**src/rtl/slri_pkg.sv**
```systemverilog
`timescale 1ns / 1ps
`default_nettype none

package slri_pkg;

	// Request codes.
	localparam logic FUNC_ADD    = 1'b0;
	localparam logic FUNC_REMOVE = 1'b1;

	// Status codes.
	localparam logic [1:0] ST_ADDED     = 2'd0;
	localparam logic [1:0] ST_REMOVED   = 2'd1;
	localparam logic [1:0] ST_NOT_FOUND = 2'd2;
	localparam logic [1:0] ST_FULL      = 2'd3;

	typedef struct packed {
		logic               func;
		logic signed [31:0] value;
	} req_t;

	typedef struct packed {
		logic [1:0] status;
		logic [6:0] count;
	} rsp_t;

	// Control broadcast from the sequencer to every cell of the row.
	typedef struct packed {
		logic load; // capture the compare flags against the new word
		logic add;  // shift right from the insert point and write the word
		logic rem;  // shift left over the matching entry
	} cell_ctl_t;

endpackage

`default_nettype wire

```
**src/rtl/slri_cell.sv**
```systemverilog
`timescale 1ns / 1ps
`default_nettype none

module slri_cell #(
	parameter int DATA_WIDTH = 32
) (
	input  logic                  clk,
	input  logic                  arst_n,
	input  slri_pkg::cell_ctl_t   ctl,
	input  logic [DATA_WIDTH-1:0] val,
	input  logic                  valid,
	input  logic                  left_ge,
	input  logic [DATA_WIDTH-1:0] left_entry,
	input  logic [DATA_WIDTH-1:0] right_entry,
	output logic [DATA_WIDTH-1:0] entry,
	output logic                  ge,
	output logic                  hit
);
	import slri_pkg::*;

	logic [DATA_WIDTH-1:0] entry_q;
	logic                  ge_q;
	logic                  eq_q;

	always_ff @(posedge clk or negedge arst_n) begin
		if (!arst_n) begin
			ge_q <= 1'b0;
			eq_q <= 1'b0;
		end else if (ctl.load) begin
			ge_q <= valid & ($signed(entry_q) >= $signed(val));
			eq_q <= (entry_q == val);
		end
	end

	// The list is ascending, so the cells that compare greater or equal form a
	// suffix of the valid cells, and the insert or remove point is its head.
	always_ff @(posedge clk) begin
		if (ctl.add) begin
			if (left_ge) begin
				entry_q <= left_entry;
			end else if (ge_q || !valid) begin
				entry_q <= val;
			end
		end else if (ctl.rem && ge_q) begin
			entry_q <= right_entry;
		end
	end

	assign entry = entry_q;
	assign ge    = ge_q;
	assign hit   = ge_q & eq_q & ~left_ge;

endmodule

`default_nettype wire

```
**config.mk**
```make
export PLATFORM = sky130hd
export DESIGN_NAME = slri_cell
export DESIGN_NICKNAME = d
export VERILOG_FILES = /design/src/rtl/slri_pkg.sv /design/src/rtl/slri_cell.sv
export SDC_FILE = /design/constraint.sdc
export NUM_CORES = 1
export LEC_CHECK = 0
export BUFFER_PORTS_ARGS = -buffer_cell sky130_fd_sc_hd__buf_2
export CAP_MARGIN = 20
export CORE_MARGIN = 5
export CORE_UTILIZATION = 45
export CTS_CLUSTER_SIZE = 20
export DETAILED_ROUTE_END_ITERATION = 12
export PLACE_DENSITY = 0.8
export SETUP_SLACK_MARGIN = 0.3
export SYNTH_ARGS = -nofsm -noshare
export SYNTH_HDL_FRONTEND = slang
export SYNTH_SLANG_ARGS = --single-unit
```
**constraint.sdc**
```tcl
create_clock -name clk -period 3.1 [get_ports clk]
set_input_delay 0 -clock clk [delete_from_list [all_inputs] [get_ports clk]]
set_output_delay 0 -clock clk [all_outputs]
set_load 0.02 [all_outputs]
```
==> results.cfg, run 1 <==
[floorplan]
start_util_pct = 46.17
core-area_um2 = 5507
dieArea_um2 = 7253
pin_count = 137
num_rows = 27
die_w_um = 85.17
fp.dieH_um = 85.17

[cts]
numCtsBuffers = 5
root_buffer = clkbuf_8
cts_max_level = 2
cts.path.max_buffers = 2
clk_latency_ns = 0.28
clock_sinks = 34
clkTransAtPathRegs_ns = 0.07
cts_tree = yes

[power_and_ir_drop]
leakagePower_uw = 0.001760
ir_drop_uv = 287.9
power.density_nw_per_um2 = 384.7

[placed_design]
gp_congestion = 0.8215
dp_hpwl_um = 5706
port_buffers = 136

[layout]
seqCellArea_um2 = 1011
final_util_pct = 62.03
multi_input_area_um2 = 1370
drive_gt1_share_pct = 37.35
syn_to_final_growth_pct = 34.35
antennaDiodeCount = 0
final_nets = 542
fillers = 479

[grt]
grt_pass1_wl_um = 11500
grt_antenna_before_repair = 0
grt_max_degree = 65
overflow = 0
grtUsageTotal_pct = 19.47
grt_pass1_vias = 2568

[timing]
slew_headroom_pct = 59.64
fin_setup_tns_ns = 0
fmax_mhz = 491.9
worstMarginPinSlew_ns = 0.6040
min_period_ns = 2.033
fin_hold_ws_ns = 0.03735
slew_violations = 0
finalHoldViolations = 0
rsz0062_at_grt = no
setup_viol = 0
period_share_pct = 65.58
skew_ns = 0.009385

[worst_setup_path]
path_cells = ha_1 > nand4_2 > nor4_2 > nor3b_2 > o31ai_1 > a21o_1 > a31oi_1
arrival_ns = 2.23
start_kind = flip-flop
crit_path_end_kind = flip-flop
cpMaxStageDelayCell = edfxtp_1
critical_path.max_stage_delay_ns = 0.40
required_ns = 3.30
cp_max_fo = 3
path_class = reg2reg

[synth]
synth_cell_types = 29
synth_area_um2 = 2542
avgSynthCellArea_um2 = 9.451
synth_edf_count = 32
synth-seq-cells = 34
synth_flop_cell = edfxtp_1
seq_area_frac_synth_pct = 39.76
ys_top_cells_by_area = edfxtp_1, ha_1, mux2i_1
synth_top_area_share_pct = 37.80
synth_fp_nets = 404
yosys_warnings = 0
synthCells = 269
synth-async-reset-ratio_pct = 5.882
yosys.area.top_type = edfxtp_1

[route]
wl_per_cell_um = 14.58
post-route-drc-count = 0
routed_via_density = 5.084
drt-initial-drc-count = 102
num_vias = 2435
detail_route.first_pass.iterations = 4
wl_um = 6983
ant_nets = 0

[job]
drv_cap = 0

[outcome]
status = finished clean

[hold_path]
hold_path.class = in2reg
[worst max-delay path: cells and delay by family (launching register included)]
| family | cells | cell delay (ns) |
|---|---|---|
| DFF | 1 | 0.40 |
| adders and majority gates | 1 | 0.35 |
| AOI/OAI and AO/OA | 3 | 0.48 |
| and+or+nand+nor | 3 | 0.72 |
[Yosys cell counts, drive strengths merged, types with 2 or more instances]
cell type   n
dfrtp       2
mux2i      32
nor2b       2
nor4        2
ha         32
inv        34
edfxtp     32
o21ai       5
clkbuf      8
a21oi      50
nand4       6
nor2       36
buf         3
nand2       9
a21o        2
nand3       5
[cells in the final DEF (no fill, tap or decap), drive strengths merged, types with 2 or more instances in the layout]
master | synthesis | routed
buf | 3 | 140
a21oi | 50 | 50
nor2 | 36 | 36
inv | 34 | 34
mux2i | 32 | 32
ha | 32 | 32
edfxtp | 32 | 32
nand2 | 9 | 9
clkbuf | 8 | 7
nand4 | 6 | 6
nand3 | 5 | 5
o21ai | 5 | 5
nor2b | 2 | 2
a21o | 2 | 2
dfrtp | 2 | 2
dlygate4sd3 | 0 | 2
nor4 | 2 | 2
[per-layer routing]
metal | vias up | global-route usage (%) | wire length (um)
li1 | 1233 | - | -
met1 | 1085 | 23.67 | 2837
met2 | 100 | 33.05 | 3341
met3 | 17 | 5.049 | 610
met4 | 0 | 7.194 | 194
met5 | - | 0 | 0
[report_power, final]
| part | switching [uW] | internal, uW |
|---|---|---|
| logic | 232 | 171 |
| clock network | 156 | 176 |
| registers | 22.1 | 557 |
| total | 409 | 905 |
[cell families after synthesis]
group | Yosys count | synth area share [%]
buffers and inverters | 45 | 6.791
AOI/OAI and AO/OA | 63 | 13.34
and+or+nand+nor | 63 | 11.76
muxes | 32 | 12.60
adders and majority gates | 32 | 15.75
DFF | 34 | 39.76
[registers in the layout (all words and copies together), names as in the netlist]
signal,cells
entry,32
eq_q,1
ge,1
[metrics by stage]
step	power (uW)	worst slack, ns	cells	instance area (um2)
after detailed placement	990.8	1.099	470	3309
after CTS	1326	1.055	479	3416
after global placement	976.7	1.222	470	3309
after global routing	1393	0.8907	479	3416
final	1314	1.067	479	3416
after floorplan	825.2	0.4235	269	2542
[worst paths after layout]
| path | startpoint | endpoint | slack, ns | cells after the start |
|---|---|---|---|---|
| max in group asynchronous | arst_n | ge | 2.93 | 2 |
| hold / removal | right_entry[2] | entry[2] | 0.04 | 3 |
| setup reg to reg | entry[30] | ge | 1.07 | 7 |
| hold reg to reg | eq_q | eq_q | 0.53 | 2 |
| setup / recovery | entry[30] | ge | 1.07 | 7 |
| min in group asynchronous | arst_n | eq_q | 0.07 | 2 |
[repair_timing]
item	4_1_cts	5_1_grt
endpoints found under the hold margin	3	0
gates resized for setup	0	0
hold buffers	2	0
buffers inserted	0	0
setup endpoints to repair	0	0
[final cells by class]
| cell class | count | area share [%] |
|---|---|---|
| Multi-Input combinational cell | 190 | 40.11 |
| Sequential cell | 34 | 29.60 |
| Timing Repair Buffer | 142 | 21.39 |
| Inverter | 34 | 3.736 |
| Tap cell | 72 | 2.637 |
| Clock buffer | 7 | 2.527 |
Note: power is estimated with default switching activity, not from simulation.
==> run 2, diff against run 1 <==
--- a/config.mk
+++ b/config.mk
@@ -5,13 +5,14 @@
 export SDC_FILE = /design/constraint.sdc
 export NUM_CORES = 1
 export LEC_CHECK = 0
+export ABC_AREA = 1
 export BUFFER_PORTS_ARGS = -buffer_cell sky130_fd_sc_hd__buf_2
 export CAP_MARGIN = 20
 export CORE_MARGIN = 5
-export CORE_UTILIZATION = 45
+export CORE_UTILIZATION = 41
 export CTS_CLUSTER_SIZE = 20
 export DETAILED_ROUTE_END_ITERATION = 12
-export PLACE_DENSITY = 0.8
+export PLACE_DENSITY = 0.77
 export SETUP_SLACK_MARGIN = 0.3
 export SYNTH_ARGS = -nofsm -noshare
 export SYNTH_HDL_FRONTEND = slang
==> constraint.sdc (replaced) <==
create_clock -name clk -period 1.8 [get_ports clk]
set_input_delay 0 -clock clk [delete_from_list [all_inputs] [get_ports clk]]
set_output_delay 0 -clock clk [all_outputs]
set_load 0.02 [all_outputs]
==> results.cfg, run 2 <==
[layout]
largest_reg_flops = 32
layout_common_cells = buf_2, nand2_1, inv_1, nor2_1, o21ai_0
fillers = 564
layout_commonest_cell = buf_2
syn_to_final_growth_pct = 44.73
antennaDiodeCount = 0
drive_gt1_share_pct = 36.11
final_nets = 627
final_util_pct = 60.26
seqCellArea_um2 = 1011
multi_input_area_um2 = 1456

[cts]
clkTransAtPathRegs_ns = 0.08
cts_max_level = 2
cts.path.max_buffers = 2
cts_tree = yes
numCtsBuffers = 5
root_buffer = clkbuf_8
clock_sinks = 34
clk_latency_ns = 0.28

[synth]
synth_common_cells = nand2_1, inv_1, nor2_1, o21ai_0
synth-xor-area-share_pct = 0
yosys.area.top_type = edfxtp_1
yosys_warnings = 0
synth_area_um2 = 2599
seq_area_frac_synth_pct = 38.90
synth_flop_cell = edfxtp_1
synth_edf_count = 32
synth_simple_gate_area_share_pct = 20.61
avgSynthCellArea_um2 = 7.757
synth-seq-cells = 34
ys_top_cells_by_area = edfxtp_1, ha_1, nand2_1
synth-async-reset-ratio_pct = 5.882
synth.most_common_cell = nand2_1
synth_compound_area_share_pct = 16.85
synthCells = 335
synthMuxAreaShare_pct = 0
synth_cell_types = 23
synth_top_area_share_pct = 36.98
synth_fp_nets = 470
synth_top_family_by_area = simple AND/OR/NAND/NOR gates
synth-adder-area-share_pct = 15.41

[placed_design]
port_buffers = 136
gp_congestion = 0.8132
dp_hpwl_um = 5819

[power_and_ir_drop]
ir_drop_uv = 328.2
power_frac_comb_pct = 32.9
swShare_pct = 32.06
p_seq_share_pct = 39.8
clkPwrFrac_pct = 27.3
leakagePower_uw = 0.001943
power.density_nw_per_um2 = 681.2
p_switching_uw = 821.4
p_int_uw = 1741

[grt]
grt_max_degree = 34
grt_antenna_before_repair = 0
grt_pass1_vias = 2733
overflow = 0
grtUsageTotal_pct = 19.15
grt_pass1_wl_um = 11850

[floorplan]
die_w_um = 89.62
num_rows = 29
core-area_um2 = 6241
pin_count = 137
start_util_pct = 41.64
fp.dieH_um = 89.62
dieArea_um2 = 8031

[route]
wl_per_cell_um = 13.66
ant_nets = 0
detail_route.first_pass.iterations = 6
post-route-drc-count = 0
num_vias = 2824
wl_um = 7786
drt-initial-drc-count = 93
routed_via_density = 4.954

[timing]
slew_headroom_pct = 75.15
setup_viol = 0
rsz0062_at_grt = yes
worstMarginPinSlew_ns = 0.3727
fin_setup_tns_ns = 0
period_share_pct = 90.69
fmax_mhz = 612.6
finalHoldViolations = 0
min_period_ns = 1.632
slew_violations = 0
skew_ns = 0.004151

[worst_setup_path]
start_kind = flip-flop
arrival_ns = 1.81
crit_top_cell = nand2_1
path_cells = ha_1 > nand2_1 > nand2_1 > nand3_1 > nand2_1 > nand2_1 > nand2_2 > a21oi_4 > nand2_1 > nand2_1 > nand3_1 > nand2_1 > nand2_1
path_class = reg2reg
crit_path_end_kind = flip-flop
required_ns = 1.98
cp_max_fo = 2
cpMaxStageDelayCell = edfxtp_1
critical_path.max_stage_delay_ns = 0.40

[hold_path]
hold_path.class = in2reg

[outcome]
status = finished clean

[job]
drv_cap = 0
-- run 2: cell types whose count changed after synthesis, sizes merged, moves of 4 or more --
| cell | delta |
|---|---|
| inv | +10 |
| nor2 | +6 |
| mux2i | -32 |
| a21oi | -36 |
| o21ai | +63 |
| nand2 | +69 |
| clkbuf | +4 |
| nand4 | -4 |
-- run 2: cell type report --
type | instances | share of cell area [%]
clock buffer | 5 | 1.830
clock inverter | 3 | 1.065
inverter | 45 | 4.591
multi-input combinational | 244 | 38.72
sequential | 34 | 26.88
tap | 77 | 2.562
timing repair buffer | 162 | 24.35
-- run 2: power groups by stage --
| stage | Combinational [uW] | Clock [uW] | Sequential, uW |
|---|---|---|---|
| 5_1_grt | 945 | 760 | 1030 |
| 3_5_place_dp | 780 | 0 | 1040 |
| 3_3_place_gp | 758 | 0 | 1030 |
| 4_1_cts | 824 | 721 | 1020 |
| 6_report | 843 | 700 | 1020 |
| 2_1_floorplan | 376 | 0 | 1130 |
-- run 2: final timing paths --
path,to,from,slack (ns),depth (start not counted)
worst max-delay path,ge,entry[17],0.17,13
worst min-delay path,entry[14],right_entry[14],0.01,3
worst max register to register,ge,entry[17],0.17,13
worst min register to register,eq_q,eq_q,0.49,2
max in group asynchronous,ge,arst_n,1.69,2
min in group asynchronous,eq_q,arst_n,0.02,2
-- run 2: metrics by stage --
step	instance area, um2	instances	setup WS (ns)	power (uW)	hold slack, ns
finish	3761	570	0.1677	2562	0.01061
global route	3761	570	0.04207	2735	0.005406
CTS	3712	568	0.1435	2563	0.0006973
detailed placement	3420	542	0.1140	1817	-0.2110
global placement	3420	542	0.1439	1789	-0.2127
floorplan	2643	335	0.1763	1506	-0.2956
-- run 2: cell families after synthesis --
logic type                 after synthesis
adders and majority gates               32
AOI/OAI and AO/OA                       85
and+or+nand+nor                        127
buffers and inverters                   57
DFF                                     34
-- run 2: critical path, delay by kind of cell, from the launching register on --
| kind | cells | cell delay, ns |
|---|---|---|
| AO/OA/AOI/OAI | 1 | 0.13 |
| AND/OR/NAND/NOR | 11 | 0.67 |
| flip-flops | 1 | 0.40 |
| adder cells (fa/ha/maj) | 1 | 0.32 |
-- run 2: routing by layer --
layer  track usage, %  up-vias  wire length (um)
met1            23.30     1293              3094
met4            7.307        0               181
li1                 -     1424                 -
met3            2.737       18               478
met2            34.04       89              4032
met5                0        -                 0
-- run 2: timing repair --
action / 4_1_cts / 5_1_grt
setup buffers: 2 / 2
hold buffers: 16 / 0
endpoints found under the setup margin: 2 / 2
endpoints found under the hold margin: 18 / 0
gates resized for setup: 2 / 6
pin swaps: 2 / 3
==> run 3, diff against run 2 <==
--- a/config.mk
+++ b/config.mk
@@ -8,6 +8,7 @@
 export ABC_AREA = 1
 export BUFFER_PORTS_ARGS = -buffer_cell sky130_fd_sc_hd__buf_2
 export CAP_MARGIN = 20
+export CORE_ASPECT_RATIO = 0.6
 export CORE_MARGIN = 5
 export CORE_UTILIZATION = 41
 export CTS_CLUSTER_SIZE = 20
==> results.cfg, run 3 (synthesis gave the netlist of run 2 again) <==
[layout]
syn_to_final_growth_pct = 42.18
seqCellArea_um2 = 1011
largest_reg_flops = 32
antennaDiodeCount = 0
layout_common_cells = buf_2, nand2_1, inv_1, nor2_1, o21ai_0
final_nets = 620
drive_gt1_share_pct = 37.11
multi_input_area_um2 = 1484
design_area_um2 = 3695
fillers = 575
layout_commonest_cell = buf_2

[grt]
grtUsageTotal_pct = 18.96
grt_max_degree = 34
use_met1_pct = 25.06
grt_pass1_vias = 2711
grt_util_met3_pct = 6.498
busiest_layer = met2
overflow = 0
grt_pass1_wl_um = 12410
grtUsageMet2_pct = 29.79
grt_antenna_before_repair = 0

[floorplan]
die_w_um = 112.8
fp.dieH_um = 71.67
dieArea_um2 = 8083
core-area_um2 = 6138
start_util_pct = 42.34
pin_count = 137
num_rows = 22

[power_and_ir_drop]
p_switching_uw = 806.2
clkPwrFrac_pct = 22.4
swShare_pct = 33.69
power.density_nw_per_um2 = 647.7
p_seq_share_pct = 42.8
p_int_uw = 1587
totalPowerFinal_uw = 2393
ir_drop_uv = 257.2
power_frac_comb_pct = 34.9
leakagePower_uw = 0.001912

[timing]
fmax_mhz = 586.8
worstMarginPinSlew_ns = 0.3776
finalHoldViolations = 0
min_period_ns = 1.704
slew_violations = 0
fin_hold_ws_ns = 0.009714
period_share_pct = 94.67
skew_ns = 0.008667
rsz0062_at_grt = yes
slew_headroom_pct = 74.83
setup_viol = 0

[route]
post-route-drc-count = 0
ant_nets = 0
num_vias = 2701
routed_via_density = 4.747
detail_route.first_pass.iterations = 4
wl_per_cell_um = 13.73
drt-initial-drc-count = 99
wl_um = 7811

[worst_setup_path]
worstRegToRegCells = 10
start_kind = flip-flop
path_cells = ha_4 > nand2_2 > nor2_4 > nand2_4 > nor4_4 > nand2_1 > nand3_1 > nand3_1 > nand2_1 > nand2_1
critical_path.max_stage_delay_ns = 0.45
cp_max_fo = 2
cpMaxStageDelayCell = edfxtp_1
required_ns = 1.97
path_class = reg2reg
crit_path_end_kind = flip-flop
r2r-start = entry[27]
worstReg2RegEnd = ge
arrival_ns = 1.88
r2r_setup_slack_ns = 0.1
crit_top_cell = nand2_1

[placed_design]
dp_hpwl_um = 5951
place_area_um2 = 3428
gp_congestion = 0.7651
port_buffers = 136

[cts]
numCtsBuffers = 5
cts_max_level = 2
clkTransAtPathRegs_ns = 0.08
root_buffer = clkbuf_8
clock_sinks = 34
clk_latency_ns = 0.28
cts_tree = yes
cts.path.max_buffers = 2

[outcome]
status = finished clean

[hold_path]
min_to = entry[12]
holdPathStages = 3
hold_path.class = in2reg
min_from = right_entry[12]

[job]
drv_cap = 0
==> run 3: layout make-up <==
class	count	share of cell area (%)
inverters	45	4.673
well taps	84	2.845
clock buffers	5	1.863
repair buffers	155	22.82
flip-flops and latches	34	27.36
multi-input cells	244	40.16
clock inverters	2	0.2709
==> run 3: layer usage <==
| metal | share of wire, % | wire length [um] |
|---|---|---|
| met5 | 0 | 0 |
| met4 | 1.1 | 88 |
| met3 | 10 | 810 |
| met2 | 43 | 3368 |
| met1 | 45 | 3543 |
==> run 3: critical path, delay by kind of cell, from the launching register on <==
kind | cells | cell delay, ns
AND/OR/NAND/NOR | 9 | 0.83
flip-flops | 1 | 0.45
adder cells (fa/ha/maj) | 1 | 0.30
==> run 3: worst max path at each step <==
stage          endpoint  slack, ns  depth (start not counted)       from
2_1_floorplan        ge       0.18                         10  entry[31]
3_3_place_gp         ge       0.14                         10  entry[31]
3_5_place_dp         ge       0.11                         10  entry[31]
4_1_cts              ge       0.09                         10  entry[27]
5_1_grt              ge      -0.03                         10  entry[27]
6_report             ge        0.1                         10  entry[27]
==> run 3: metrics by stage <==
step,setup TNS (ns),util (%),std cells,setup WS [ns]
final,0,60.19,569,0.09590
after global routing,-0.03225,60.19,569,-0.03225
after CTS,0,59.13,566,0.09298
after detailed placement,0,55.85,549,0.1055
after global placement,0,55.85,549,0.1426
after floorplan,0,-,335,0.1763
==> run 3: repair_timing <==
| item | in CTS | in global routing |
|---|---|---|
| resized for setup | 4 | 7 |
| endpoints found under the hold margin | 10 | 0 |
| endpoints found under the setup margin | 2 | 2 |
| pin swaps | 2 | 7 |
| hold buffers | 8 | 0 |
| buffers inserted | 2 | 3 |
==> run 3: power by group through the flow <==
stage                     Sequential [uW]  Combinational [uW]  Clock (uW)
after detailed placement             1040                 778           0
after global placement               1030                 762           0
after CTS                            1020                 817         556
final                                1020                 834         535
after global routing                 1030                 941         595
after floorplan                      1130                 376           0
